===== src/hw/rtl/assert_macros.svh =====
// assertion helpers for the rtl file that checks its own logic
`ifndef ASSERT_MACROS_SVH
`define ASSERT_MACROS_SVH

// combinational check sampled at every rising clock edge outside reset
`define CHECK_ALWAYS(label, expr, msg) \
  label: assert property (@(posedge clk) disable iff (!rst_n) (expr)) else $error(msg);

// implication check, antecedent and consequent written as one property
`define CHECK_PROP(label, prop, msg) \
  label: assert property (@(posedge clk) disable iff (!rst_n) prop) else $error(msg);

`endif


===== src/hw/rtl/btlv_pkg.sv =====
// ----------------------------------------------------------------------------
// btlv_pkg
// Types and constants shared by the BER TLV stream encoder modules.
// ----------------------------------------------------------------------------
`timescale 1ns / 1ps
`default_nettype none

package btlv_pkg;

  // operation codes
  localparam logic [1:0] OP_SET_POS = 2'd0;
  localparam logic [1:0] OP_HEADER  = 2'd1;
  localparam logic [1:0] OP_VALUE   = 2'd2;

  // status codes
  localparam logic [1:0] ST_OK         = 2'd0;
  localparam logic [1:0] ST_NO_SPACE   = 2'd1;
  localparam logic [1:0] ST_UNEXPECTED = 2'd2;

  // tag and length form constants
  localparam logic [4:0]  TAG_MULTI_MARK = 5'h1F;
  localparam logic [31:0] LEN_LIM_1      = 32'h0000_007F;
  localparam logic [31:0] LEN_LIM_2      = 32'h0000_00FF;
  localparam logic [31:0] LEN_LIM_3      = 32'h0000_FFFF;
  localparam logic [31:0] LEN_LIM_4      = 32'h00FF_FFFF;
  localparam logic [7:0]  LEN_LONG_MARK  = 8'h80;

  localparam int MAX_HDR_BYTES = 7;

  // input transaction
  typedef struct packed {
    logic [1:0]  operation;
    logic [31:0] start_position;
    logic [15:0] tag;
    logic [31:0] value_length;
    logic [7:0]  value_byte;
  } in_item_t;

  // result transaction
  typedef struct packed {
    logic [7:0]  out_byte;
    logic        byte_valid;
    logic [31:0] byte_position;
    logic        last;
    logic [1:0]  status;
  } out_item_t;

  // classified work handed from front to back
  typedef struct packed {
    logic [MAX_HDR_BYTES-1:0][7:0] bytes;
    logic [2:0]                    count;
    logic [31:0]                   pos;
    logic                          byte_valid;
    logic [1:0]                    status;
  } job_t;

  // queue occupancy flags
  typedef struct packed {
    logic full;
    logic empty;
  } q_status_t;

endpackage

`default_nettype wire


===== src/hw/rtl/btlv_front.sv =====
// ----------------------------------------------------------------------------
// btlv_front
// Accepts transactions, tracks write position and pending value bytes,
// checks capacity and builds one job per transaction.
// ----------------------------------------------------------------------------
`timescale 1ns / 1ps
`default_nettype none

module btlv_front (
  input  wire logic                clk,
  input  wire logic                rst_n,
  input  wire logic                cfg_we,
  input  wire logic [31:0]         cfg_wdata,
  input  wire logic                in_valid,
  input  wire btlv_pkg::in_item_t  in_data,
  input  wire btlv_pkg::q_status_t q_stat,
  output logic                     in_stall,
  output logic                     push,
  output btlv_pkg::job_t           push_job
);
  import btlv_pkg::*;

  logic [31:0] cap_r;
  logic [31:0] wp_r, wp_nxt;
  logic [31:0] vbl_r, vbl_nxt;
  logic        two_byte_tag;
  logic [2:0]  lsize;
  logic [2:0]  hdr_n;
  logic [4:0][7:0] lb;
  logic [MAX_HDR_BYTES-1:0][7:0] hdr;
  logic [33:0] need;

  assign in_stall = q_stat.full;
  assign push     = in_valid && !q_stat.full;

  // length field size with the exact thresholds
  always_comb begin
    if (in_data.value_length < LEN_LIM_1) begin
      lsize = 3'd1;
    end else if (in_data.value_length < LEN_LIM_2) begin
      lsize = 3'd2;
    end else if (in_data.value_length < LEN_LIM_3) begin
      lsize = 3'd3;
    end else if (in_data.value_length < LEN_LIM_4) begin
      lsize = 3'd4;
    end else begin
      lsize = 3'd5;
    end
  end

  // length bytes, big-endian after the long-form mark
  always_comb begin
    lb = '0;
    case (lsize)
      3'd1: begin
        lb[0] = in_data.value_length[7:0];
      end
      3'd2: begin
        lb[0] = LEN_LONG_MARK | 8'd1;
        lb[1] = in_data.value_length[7:0];
      end
      3'd3: begin
        lb[0] = LEN_LONG_MARK | 8'd2;
        lb[1] = in_data.value_length[15:8];
        lb[2] = in_data.value_length[7:0];
      end
      3'd4: begin
        lb[0] = LEN_LONG_MARK | 8'd3;
        lb[1] = in_data.value_length[23:16];
        lb[2] = in_data.value_length[15:8];
        lb[3] = in_data.value_length[7:0];
      end
      default: begin
        lb[0] = LEN_LONG_MARK | 8'd4;
        lb[1] = in_data.value_length[31:24];
        lb[2] = in_data.value_length[23:16];
        lb[3] = in_data.value_length[15:8];
        lb[4] = in_data.value_length[7:0];
      end
    endcase
  end

  // tag bytes followed by length bytes
  assign two_byte_tag = (in_data.tag[12:8] == TAG_MULTI_MARK);
  assign hdr_n        = (two_byte_tag ? 3'd2 : 3'd1) + lsize;

  always_comb begin
    hdr = '0;
    if (two_byte_tag) begin
      hdr[0]   = in_data.tag[15:8];
      hdr[1]   = in_data.tag[7:0];
      hdr[6:2] = lb;
    end else begin
      hdr[0]   = in_data.tag[7:0];
      hdr[5:1] = lb;
    end
  end

  // whole element size against capacity, no wrap
  assign need = {2'b00, wp_r} + {31'd0, hdr_n} + {2'b00, in_data.value_length};

  // classify the transaction
  always_comb begin
    wp_nxt              = wp_r;
    vbl_nxt             = vbl_r;
    push_job            = '0;
    push_job.count      = 3'd1;
    push_job.pos        = wp_r;
    push_job.byte_valid = 1'b0;
    push_job.status     = ST_OK;
    case (in_data.operation)
      OP_SET_POS: begin
        wp_nxt       = in_data.start_position;
        vbl_nxt      = '0;
        push_job.pos = in_data.start_position;
      end
      OP_HEADER: begin
        if (need > {2'b00, cap_r}) begin
          vbl_nxt         = '0;
          push_job.status = ST_NO_SPACE;
        end else begin
          push_job.bytes      = hdr;
          push_job.count      = hdr_n;
          push_job.byte_valid = 1'b1;
          wp_nxt              = wp_r + {29'd0, hdr_n};
          vbl_nxt             = in_data.value_length;
        end
      end
      OP_VALUE: begin
        if (vbl_r == '0) begin
          push_job.status = ST_UNEXPECTED;
        end else if (wp_r >= cap_r) begin
          push_job.status = ST_NO_SPACE;
        end else begin
          push_job.bytes[0]   = in_data.value_byte;
          push_job.byte_valid = 1'b1;
          wp_nxt              = wp_r + 32'd1;
          vbl_nxt             = vbl_r - 32'd1;
        end
      end
      default: begin
        push_job.status = ST_OK;
      end
    endcase
  end

  // encoder state and capacity register
  always_ff @(posedge clk) begin
    if (!rst_n) begin
      cap_r <= 32'd4096;
      wp_r  <= '0;
      vbl_r <= '0;
    end else begin
      if (cfg_we) begin
        cap_r <= cfg_wdata;
      end
      if (push) begin
        wp_r  <= wp_nxt;
        vbl_r <= vbl_nxt;
      end
    end
  end

endmodule

`default_nettype wire


===== src/hw/rtl/btlv_queue.sv =====
// ----------------------------------------------------------------------------
// btlv_queue
// Short job queue between the front and the back.
// ----------------------------------------------------------------------------
`timescale 1ns / 1ps
`default_nettype none

module btlv_queue #(
  parameter int Depth = 4
) (
  input  wire logic           clk,
  input  wire logic           rst_n,
  input  wire logic           push,
  input  wire btlv_pkg::job_t push_job,
  input  wire logic           pop,
  output btlv_pkg::job_t      pop_job,
  output btlv_pkg::q_status_t q_stat
);
  import btlv_pkg::*;

  localparam int PtrW = (Depth > 1) ? $clog2(Depth) : 1;
  localparam int CntW = $clog2(Depth + 1);

  job_t            mem [Depth];
  logic [PtrW-1:0] wr_ptr_r, rd_ptr_r;
  logic [CntW-1:0] cnt_r;

  assign q_stat.full  = (cnt_r == CntW'(Depth));
  assign q_stat.empty = (cnt_r == '0);
  assign pop_job      = mem[rd_ptr_r];

  // storage
  always_ff @(posedge clk) begin
    if (push) begin
      mem[wr_ptr_r] <= push_job;
    end
  end

  // pointers and occupancy
  always_ff @(posedge clk) begin
    if (!rst_n) begin
      wr_ptr_r <= '0;
      rd_ptr_r <= '0;
      cnt_r    <= '0;
    end else begin
      if (push) begin
        wr_ptr_r <= (wr_ptr_r == PtrW'(Depth - 1)) ? '0 : wr_ptr_r + 1'b1;
      end
      if (pop) begin
        rd_ptr_r <= (rd_ptr_r == PtrW'(Depth - 1)) ? '0 : rd_ptr_r + 1'b1;
      end
      if (push && !pop) begin
        cnt_r <= cnt_r + 1'b1;
      end else if (pop && !push) begin
        cnt_r <= cnt_r - 1'b1;
      end
    end
  end

endmodule

`default_nettype wire


===== src/hw/rtl/btlv_back.sv =====
// ----------------------------------------------------------------------------
// btlv_back
// Drains jobs into the output register, one result per cycle unless stalled.
// ----------------------------------------------------------------------------
`timescale 1ns / 1ps
`default_nettype none

module btlv_back (
  input  wire logic                clk,
  input  wire logic                rst_n,
  input  wire btlv_pkg::job_t      pop_job,
  input  wire btlv_pkg::q_status_t q_stat,
  output logic                     pop,
  input  wire logic                out_stall,
  output logic                     out_valid,
  output btlv_pkg::out_item_t      out_data
);
  import btlv_pkg::*;

  job_t        cur_r;
  logic        cur_valid_r;
  logic [2:0]  idx_r;
  logic        out_valid_r;
  out_item_t   out_data_r;
  logic        load;
  logic        emit;
  logic        cur_last;

  assign load      = !out_valid_r || !out_stall;
  assign emit      = load && cur_valid_r;
  assign cur_last  = ((idx_r + 3'd1) == cur_r.count);
  assign pop       = !q_stat.empty && (!cur_valid_r || (emit && cur_last));
  assign out_valid = out_valid_r;
  assign out_data  = out_data_r;

  // current job and byte index
  always_ff @(posedge clk) begin
    if (!rst_n) begin
      cur_valid_r <= 1'b0;
      idx_r       <= '0;
    end else begin
      if (pop) begin
        cur_valid_r <= 1'b1;
        idx_r       <= '0;
      end else if (emit && cur_last) begin
        cur_valid_r <= 1'b0;
      end else if (emit) begin
        idx_r <= idx_r + 3'd1;
      end
    end
  end

  always_ff @(posedge clk) begin
    if (pop) begin
      cur_r <= pop_job;
    end
  end

  // output register
  always_ff @(posedge clk) begin
    if (!rst_n) begin
      out_valid_r <= 1'b0;
    end else if (load) begin
      out_valid_r <= cur_valid_r;
    end
  end

  always_ff @(posedge clk) begin
    if (emit) begin
      out_data_r.out_byte      <= cur_r.bytes[idx_r];
      out_data_r.byte_valid    <= cur_r.byte_valid;
      out_data_r.byte_position <= cur_r.pos + {29'd0, idx_r};
      out_data_r.last          <= cur_last;
      out_data_r.status        <= cur_r.status;
    end
  end

endmodule

`default_nettype wire


===== src/hw/rtl/ber_tlv_stream_encoder_unit.sv =====
// ----------------------------------------------------------------------------
// ber_tlv_stream_encoder_unit
// BER TLV stream encoder: set position, tag/length header and value bytes
// written into a bounded buffer, one result per byte written or per status.
// ----------------------------------------------------------------------------
//  channel | direction | signals                 | moves
//  in      | input     | in_valid/in_stall       | one operation
//  out     | output    | out_valid/out_stall     | one byte or status
//  cfg     | input     | cfg_we/cfg_wdata        | buffer capacity
//
//  one transaction per cycle enters the front unless the queue is full; the
//  back emits one result per cycle unless stalled, so an n-byte header (2 to
//  7) takes n results. jobs pass the queue, current-job and output registers.
//  the queue (QueueDepth entries) absorbs header bursts; in_stall rises only
//  when it is full. synchronous reset sets capacity 4096, position 0.
// ----------------------------------------------------------------------------
`timescale 1ns / 1ps
`default_nettype none

module ber_tlv_stream_encoder_unit #(
  parameter int QueueDepth = 4
) (
  input  wire logic                clk,
  input  wire logic                rst_n,
  input  wire logic                cfg_we,
  input  wire logic [31:0]         cfg_wdata,
  input  wire logic                in_valid,
  output logic                     in_stall,
  input  wire btlv_pkg::in_item_t  in_data,
  output logic                     out_valid,
  input  wire logic                out_stall,
  output btlv_pkg::out_item_t      out_data
);
  import btlv_pkg::*;

`include "assert_macros.svh"

  logic        push;
  logic        pop;
  job_t        push_job;
  job_t        pop_job;
  q_status_t   q_stat;
  logic        out_stat;
  logic        out_wr;
  logic        out_mid;
  logic [31:0] out_pos;
  logic [31:0] pos_inc;

  // classify and track state
  btlv_front u_front (
    .clk       (clk),
    .rst_n     (rst_n),
    .cfg_we    (cfg_we),
    .cfg_wdata (cfg_wdata),
    .in_valid  (in_valid),
    .in_data   (in_data),
    .q_stat    (q_stat),
    .in_stall  (in_stall),
    .push      (push),
    .push_job  (push_job)
  );

  // job queue
  btlv_queue #(
    .Depth (QueueDepth)
  ) u_queue (
    .clk      (clk),
    .rst_n    (rst_n),
    .push     (push),
    .push_job (push_job),
    .pop      (pop),
    .pop_job  (pop_job),
    .q_stat   (q_stat)
  );

  // result drain
  btlv_back u_back (
    .clk       (clk),
    .rst_n     (rst_n),
    .pop_job   (pop_job),
    .q_stat    (q_stat),
    .pop       (pop),
    .out_stall (out_stall),
    .out_valid (out_valid),
    .out_data  (out_data)
  );

  // terms used by the checks
  assign out_stat = out_valid && !out_data.byte_valid;
  assign out_wr   = out_valid && out_data.byte_valid;
  assign out_mid  = out_valid && !out_stall && !out_data.last;
  assign out_pos  = out_data.byte_position;
  assign pos_inc  = out_data.byte_position + 32'd1;

  // checks
  `CHECK_ALWAYS(a_q_flags, !(q_stat.full && q_stat.empty), "queue full and empty at once")
  `CHECK_PROP(a_status_last, out_stat |-> out_data.last, "status result not last")
  `CHECK_PROP(a_byte_ok, out_wr |-> (out_data.status == ST_OK), "written byte with error status")
  `CHECK_PROP(a_hdr_seq, out_mid |=> (out_valid && out_pos == $past(pos_inc)), "byte gap in header")

endmodule

`default_nettype wire


===== config.mk =====
export PLATFORM = sky130hd
export DESIGN_NAME = ber_tlv_stream_encoder_unit
export DESIGN_NICKNAME = d
export VERILOG_FILES = /design/src/hw/rtl/btlv_pkg.sv /design/src/hw/rtl/btlv_front.sv /design/src/hw/rtl/btlv_queue.sv /design/src/hw/rtl/btlv_back.sv /design/src/hw/rtl/ber_tlv_stream_encoder_unit.sv
export VERILOG_INCLUDE_DIRS = /design/src /design/src/hw/rtl
export SDC_FILE = /design/constraint.sdc
export NUM_CORES = 1
export LEC_CHECK = 0
export BUFFER_PORTS_ARGS = -buffer_cell sky130_fd_sc_hd__buf_2
export CAP_MARGIN = 10
export CORE_ASPECT_RATIO = 1.1
export CORE_UTILIZATION = 62
export DETAILED_ROUTE_END_ITERATION = 6
export PLACE_DENSITY = 0.79
export SETUP_SLACK_MARGIN = 0.4
export SYNTH_ARGS = -nofsm -noshare
export SYNTH_HDL_FRONTEND = slang
export SYNTH_HIERARCHICAL = 1
export SYNTH_SLANG_ARGS = --single-unit
export TNS_END_PERCENT = 50

===== constraint.sdc =====
create_clock -name clk -period 8.8 [get_ports clk]
set_input_delay 0.44 -clock clk [delete_from_list [all_inputs] [get_ports clk]]
set_output_delay 0.44 -clock clk [all_outputs]
set_load 0.1 [all_outputs]

Yosys cells after proc, flatten, opt, wreduce, memory -nomap -nowiden
Memory sizes are Yosys's and may differ from the RTL's. A register that Yosys moved wholly into a read port is not among the register bits.
Index checks and enable logic that the tools add are counted.
{"block": "totals", "mem_bits_rw": 376, "romBits": 0, "latch_bits": 0, "register_bits": 152, "inputBits": 127, "out_inout_bits": 46, "memories": 1, "elab_cells": 123}
{"name": "u_queue.mem", "words": 4, "width": 94, "rd": 1, "rd_clocked_by_memory_dff": 1, "write_ports": 1, "line_no": "btlv_queue.sv:24", "text": "job_t mem [Depth];"}
{"block": "classes", "n_addsub": 12, "muxes": 45, "n_mul": 0, "div": 0, "n_eq_ne": 14, "n_bitwise": 2, "n_lt_le_gt_ge": 7, "reduce_logical": 28, "shifts": 0}
{"operator": "2-to-1 mux 32 bit", "n": 7}
{"operator": "case mux 32 bit (3 select lines)", "n": 2}
{"operator": "2-to-1 mux 48 bit", "n": 2}
{"operator": "adder 32 x 3 -> 32 bit", "n": 2}
{"operator": "case mux 8 bit (4 select lines)", "n": 2}
{"operator": "2-to-1 mux 59 bit", "n": 1}
{"operator": "2-to-1 mux 8 bit", "n": 5}
{"operator": "adder 34 x 32 -> 34 bit", "n": 1}
{"operator": "greater-than comparator 34 x 32 -> 1 bit", "n": 1}
{"operator": "adder 32 x 3 -> 33 bit", "n": 1}
{"operator": "adder 32 x 1 -> 32 bit (second input constant)", "n": 1}
{"operator": "greater-or-equal comparator 32 bit", "n": 1}
{"operator": "zero test 32 bit", "n": 1}
{"operator": "< comparator 32 x 16 -> 1 bit (second input constant)", "n": 1}
{"operator": "< comparator 32 x 24 -> 1 bit (second input constant)", "n": 1}
{"operator": "< comparator 32 x 7 -> 1 bit (second input constant)", "n": 1}
{"operator": "< comparator 32 x 8 -> 1 bit (second input constant)", "n": 1}
{"operator": "case mux 8 bit (2 select lines)", "n": 2}
{"operator": "subtractor 32 x 1 -> 32 bit (second input constant)", "n": 1}
{"operator": "binary-select mux 8 bit (select 3 bit)", "n": 1}
{"operator": "case mux 8 bit (3 select lines)", "n": 1}
{"operator": "2-to-1 mux 3 bit", "n": 6}
{"operator": "2-to-1 mux 1 bit", "n": 10}
{"operator": "2-to-1 mux 2 bit", "n": 4}
{"operator": "29 further kinds", "n": 52}

Logic depth before layout (Yosys ltp)
{"block": "logic_depth", "word_depth": 11, "depth_mapped": 36, "depth_no_buf": 31}

Hierarchy
The synthesis kept the hierarchy.
{"module": "btlv_queue", "instances": 1, "area_each_um2": 14086.0, "cells_each": 535, "seq_area_each_um2": 11471.0}
{"module": "btlv_front", "instances": 1, "area_each_um2": 11069.4, "cells_each": 1493, "seq_area_each_um2": 1921.8}
{"module": "btlv_back", "instances": 1, "area_each_um2": 5574.1, "cells_each": 313, "seq_area_each_um2": 4244.1}

Least setup slack after synthesis
Ideal clock, no wire load.
{"block": "synth_timing", "path_type": "in2reg", "from": "input port in_data[11] in the netlist's numbering", "to": "memory u_queue/mem[0][35] in the netlist's numbering, data pin", "arrival_time_ns": 6.998, "path_buffers": 5, "required_ns": 8.531, "setup_slack_ns": 1.533, "setup_time_ns": 0.269, "cell_stages": 35, "path_cell_list": "clkbuf_1 -> and4_1 -> and4_1 -> clkbuf_1 -> a31oi_1 -> clkbuf_1 -> nand2_1 -> nand2b_1 -> nand2b_1 -> ha_1 -> inv_1 -> fa_1 -> inv_1 -> fa_1 -> ha_1 -> inv_1 -> fa_1 -> nor2b_1 -> o31a_1 -> o21ai_0 -> a21boi_0 -> o21ai_0 -> a21boi_0 -> or4b_2 -> nand3_1 -> ha_1 -> nand4_1 -> nor2_1 -> a221oi_1 -> nand2_1 -> o211ai_1 -> o2111ai_1 -> buf_2 -> buf_2 -> or2_2"}
{"item": "from (decl)", "line_no": "ber_tlv_stream_encoder_unit.sv:29", "text": "input wire btlv_pkg::in_item_t in_data,"}
{"item": "to (decl)", "line_no": "btlv_queue.sv:24"}

==> reports/qor.json <==
{
  "worstSkewPairLatency": {"value": 0.64, "unit": "ns"},
  "p_comb_share": {"value": 34.8, "unit": "%"},
  "cts.root.buffer_cell": {"value": "sky130_fd_sc_hd__clkbuf_16"},
  "total_leakage_power": {"value": 12.6, "unit": "nW"},
  "sequentialPowerShare": {"value": 40.3, "unit": "%"},
  "dieArea": {"value": 50500, "unit": "um2"},
  "postCtsSetupRepairBufs": {"value": 0},
  "drc": {"value": 0},
  "total_switching_power": {"value": 4.19, "unit": "mW"},
  "path_max_fanout": {"value": 24},
  "postSynth.asyncResetShare": {"value": 0, "unit": "%"},
  "drv_slew": {"value": 0},
  "core_region_area": {"value": 48900, "unit": "um2"},
  "drt-wirelength-per-cell": {"value": 28.4, "unit": "um"},
  "post-synth-top-area-cell": {"value": "sky130_fd_sc_hd__edfxtp_1"},
  "hold_slack": {"value": 0.0326, "unit": "ns"},
  "ys_ff_latch": {"value": 624},
  "final_layout_size_suffix_gt1_share": {"value": 19.9, "unit": "%"},
  "syn_inst": {"value": 2341},
  "worst_slack_setup_final": {"value": 0.751, "unit": "ns"},
  "power_switching_share": {"value": 37.7, "unit": "%"},
  "final_hold_viol_count": {"value": 0},
  "rows": {"value": 85},
  "worst_r2r_path_depth": {"value": 22},
  "hold_path.startpoint": {"value": "cfg_wdata[16]"},
  "grt_start_max_net_pins": {"value": 79},
  "synth-edff-count": {"value": 514},
  "routed_wl": {"value": 91.3, "unit": "mm"},
  "critPathCaptureType": {"value": "flop"},
  "critPathRequiredTime": {"value": 9.15, "unit": "ns"},
  "layout-area-overhead-vs-synth": {"value": 11.9, "unit": "%"},
  "start_util": {"value": 62.8, "unit": "%"},
  "critical_path.max_stage_delay": {"value": 0.55, "unit": "ns"},
  "regToRegSetupSlack": {"value": 2.43, "unit": "ns"},
  "timing.setup.tns": {"value": 0, "unit": "ns"},
  "grt.overflow.total": {"value": 0},
  "place_ws": {"value": 0.453, "unit": "ns"},
  "clock_skew": {"value": 0.0235, "unit": "ns"},
  "buffer_levels_on_the_longest_clock_path": {"value": 3},
  "worst-slew-pin-transition": {"value": 1.18, "unit": "ns"},
  "grt_first_pass_wirelength": {"value": 135, "unit": "mm"},
  "yosys.area.top_type_share": {"value": 50.2, "unit": "%"},
  "timing.slew.headroom": {"value": 19.0, "unit": "%"},
  "timing.critical_path.slowest_stage_cell": {"value": "sky130_fd_sc_hd__a211oi_1"},
  "dieWidth": {"value": 214, "unit": "um"},
  "number_of_clock_buffers_inserted_by_tritoncts": {"value": 60},
  "yosysUniqueCellTypes": {"value": 88},
  "finalWeightedCongestion": {"value": 1.03},
  "drt_iter0_drc": {"value": 2798},
  "cellPowerDensity": {"value": 323, "unit": "nW/um2"},
  "numPlacedInstances": {"value": 3095},
  "port_buffers": {"value": 172},
  "hpwl_detailed": {"value": 60.0, "unit": "mm"},
  "level_count_of_the_clock_h_tree": {"value": 2},
  "cell_area_after_synthesis": {"value": 30700, "unit": "um2"},
  "post_cts_hold_buffer_count": {"value": 0},
  "final_core_util": {"value": 70.3, "unit": "%"},
  "die_h": {"value": 235, "unit": "um"},
  "rr_endpoint": {"value": "u_queue/mem[1][53]"},
  "floorplan.io_pins": {"value": 173},
  "dr_total_vias": {"value": 22000},
  "fmax": {"value": 0.124, "unit": "GHz"},
  "setup.worst_path.class": {"value": "primary input to flop"},
  "dr.pass1.iters": {"value": 6},
  "setup.worst_path.start_class": {"value": "primary input"},
  "final.min_clock_period": {"value": 8.05, "unit": "ns"},
  "yosysSeqAreaShare": {"value": 57.4, "unit": "%"},
  "r2r_start": {"value": "u_front/wp_r[2]"},
  "hold_path_end": {"value": "u_front/cap_r[16]"},
  "grt_util_all_layers": {"value": 36.0, "unit": "%"},
  "depth_of_the_worst_hold_timing_path": {"value": 3},
  "arrival": {"value": 8.40, "unit": "ns"},
  "share_clk_of_total_power": {"value": 24.8, "unit": "%"},
  "cts_tree": {"value": "yes"},
  "fin_nets": {"value": 2784},
  "post_cts_gate_resize_count": {"value": 0},
  "yosys_warnings": {"value": 6},
  "synthFlopType": {"value": "sky130_fd_sc_hd__edfxtp_1"},
  "setup_viol": {"value": 0},
  "finalInstanceArea": {"value": 34400, "unit": "um2"},
  "fin_crit_sh": {"value": 91.5, "unit": "%"},
  "place_area": {"value": 32300, "unit": "um2"},
  "p_total": {"value": 11.1, "unit": "mW"},
  "grt_pass1_vias": {"value": 21600},
  "netlist_top_cells_area": {"value": "sky130_fd_sc_hd__edfxtp_1 (50%), sky130_fd_sc_hd__mux4_2 (7.5%), sky130_fd_sc_hd__dfxtp_1 (7.2%)"},
  "peak_ir_drop_on_the_vdd_network": {"value": 551, "unit": "uV"},
  "drtAntennaViolNets": {"value": 0},
  "syn_nets": {"value": 2619},
  "maxCapViolCount": {"value": 0},
  "grt_setup_unrepaired": {"value": "false"},
  "clkSlewWorstSetupHoldPaths": {"value": 0.07, "unit": "ns"},
  "tightest_hold_check_type": {"value": "primary input to flop"},
  "internal_power": {"value": 6.93, "unit": "mW"},
  "vias_per_cell": {"value": 6.86},
  "run_status": {"value": "finished clean"},
  "grt_antenna_before_repair": {"value": 4},
  "numClockSinks": {"value": 624},
  "post_synth.cell_area_avg": {"value": 13.1, "unit": "um2"},
  "layout.cells.non_filler": {"value": 3212}
}
[flip-flops by register name, indices dropped and copies added (netlist names), 3 cells and up, named ones only]
register         count
u_back/cur_r        94
u_back/out_data     44
u_back/idx_r         3
u_front/wp_r        32
u_front/cap_r       32
u_queue/mem        376
u_front/vbl_r       32
u_queue/cnt_r        3
[how the worst max path moves through the flow]
stage	startpoint	cells past startpoint	end	slack (ns)
detailed placement	in_data[35]	34	u_queue/mem[3][53]	0.45
CTS	in_data[35]	34	u_queue/mem[1][53]	0.98
finish	in_data[35]	34	u_queue/mem[1][53]	0.75
global placement	in_data[35]	34	u_queue/mem[0][53]	0.71
floorplan	in_data[11]	35	u_queue/mem[0][35]	1.53
global route	in_data[35]	35	u_queue/mem[3][53]	0.46
[logic make-up after synthesis]
logic type / Yosys count / synth area share, %
xor gates and xnor gates: 64 / 1.90
and+or+nand+nor: 621 / 10.1
DFF: 624 / 57.4
adders and majority gates: 151 / 6.34
buffers and inverters: 212 / 3.20
muxes: 182 / 10.2
AOI/OAI and AO/OA: 487 / 10.8
[synthesized netlist by cell type, drive strengths merged, types with 30 or more instances]
library cell,n
mux4,102
xnor2,46
nor2,172
ha,143
nor2b,35
dfxtp,110
a211oi,48
inv,87
nor4,30
nor3,49
buf,54
a21oi,115
nand3,36
o21ai,76
a31oi,31
clkbuf,71
mux2i,51
nand2,151
edfxtp,514
nand4,35
[area by class of cell]
cell class	instances	area, um2
antenna	2	5.00
clock buffer	73	1580
clock inverter	41	531
fill	3203	14500
inverter	87	327
multi-input combinational	1505	12200
sequential	624	17600
tap	652	816
timing repair buffer	228	1290
[critical path, delay by kind of cell]
| family | cells | cell delay [ns] |
|---|---|---|
| buffers and inverters | 8 | 1.29 |
| and+or+nand+nor | 6 | 1.51 |
| xor gates and xnor gates | 1 | 0.14 |
| AOI/OAI and AO/OA | 14 | 3.47 |
| adders and majority gates | 5 | 1.51 |
[cells in the final DEF (no fill, tap or decap), types with 54 or more instances in the layout]
cell type / netlist / routed
sky130_fd_sc_hd__edfxtp_1: 514 / 514
sky130_fd_sc_hd__a21oi_1: 115 / 115
sky130_fd_sc_hd__mux4_2: 102 / 102
sky130_fd_sc_hd__nor2_1: 171 / 168
sky130_fd_sc_hd__buf_2: 24 / 173
sky130_fd_sc_hd__inv_1: 87 / 84
sky130_fd_sc_hd__o21ai_0: 74 / 74
sky130_fd_sc_hd__buf_4: 6 / 54
sky130_fd_sc_hd__nand2_1: 151 / 151
sky130_fd_sc_hd__ha_1: 143 / 143
sky130_fd_sc_hd__clkbuf_16: 0 / 61
sky130_fd_sc_hd__dfxtp_1: 110 / 108
[power by group through the flow]
stage	clock network, mW	logic, mW	registers, mW
after global routing	2.89	4.10	4.53
after CTS	2.79	3.83	4.47
after floorplan	0	2.28	4.93
after detailed placement	0	3.77	4.50
after global placement	0	3.70	4.46
final	2.76	3.87	4.48
[routing by layer]
metal / global-route usage, % / up-vias / part of all wire (%)
met5: 0 / - / 0.013
met3: 5.62 / 276 / 9.1
met2: 59.8 / 1485 / 49
met1: 46.4 / 10800 / 37
li1: - / 9423 / -
met4: 17.5 / 2 / 5.4
(Power assumes the default switching activity.)
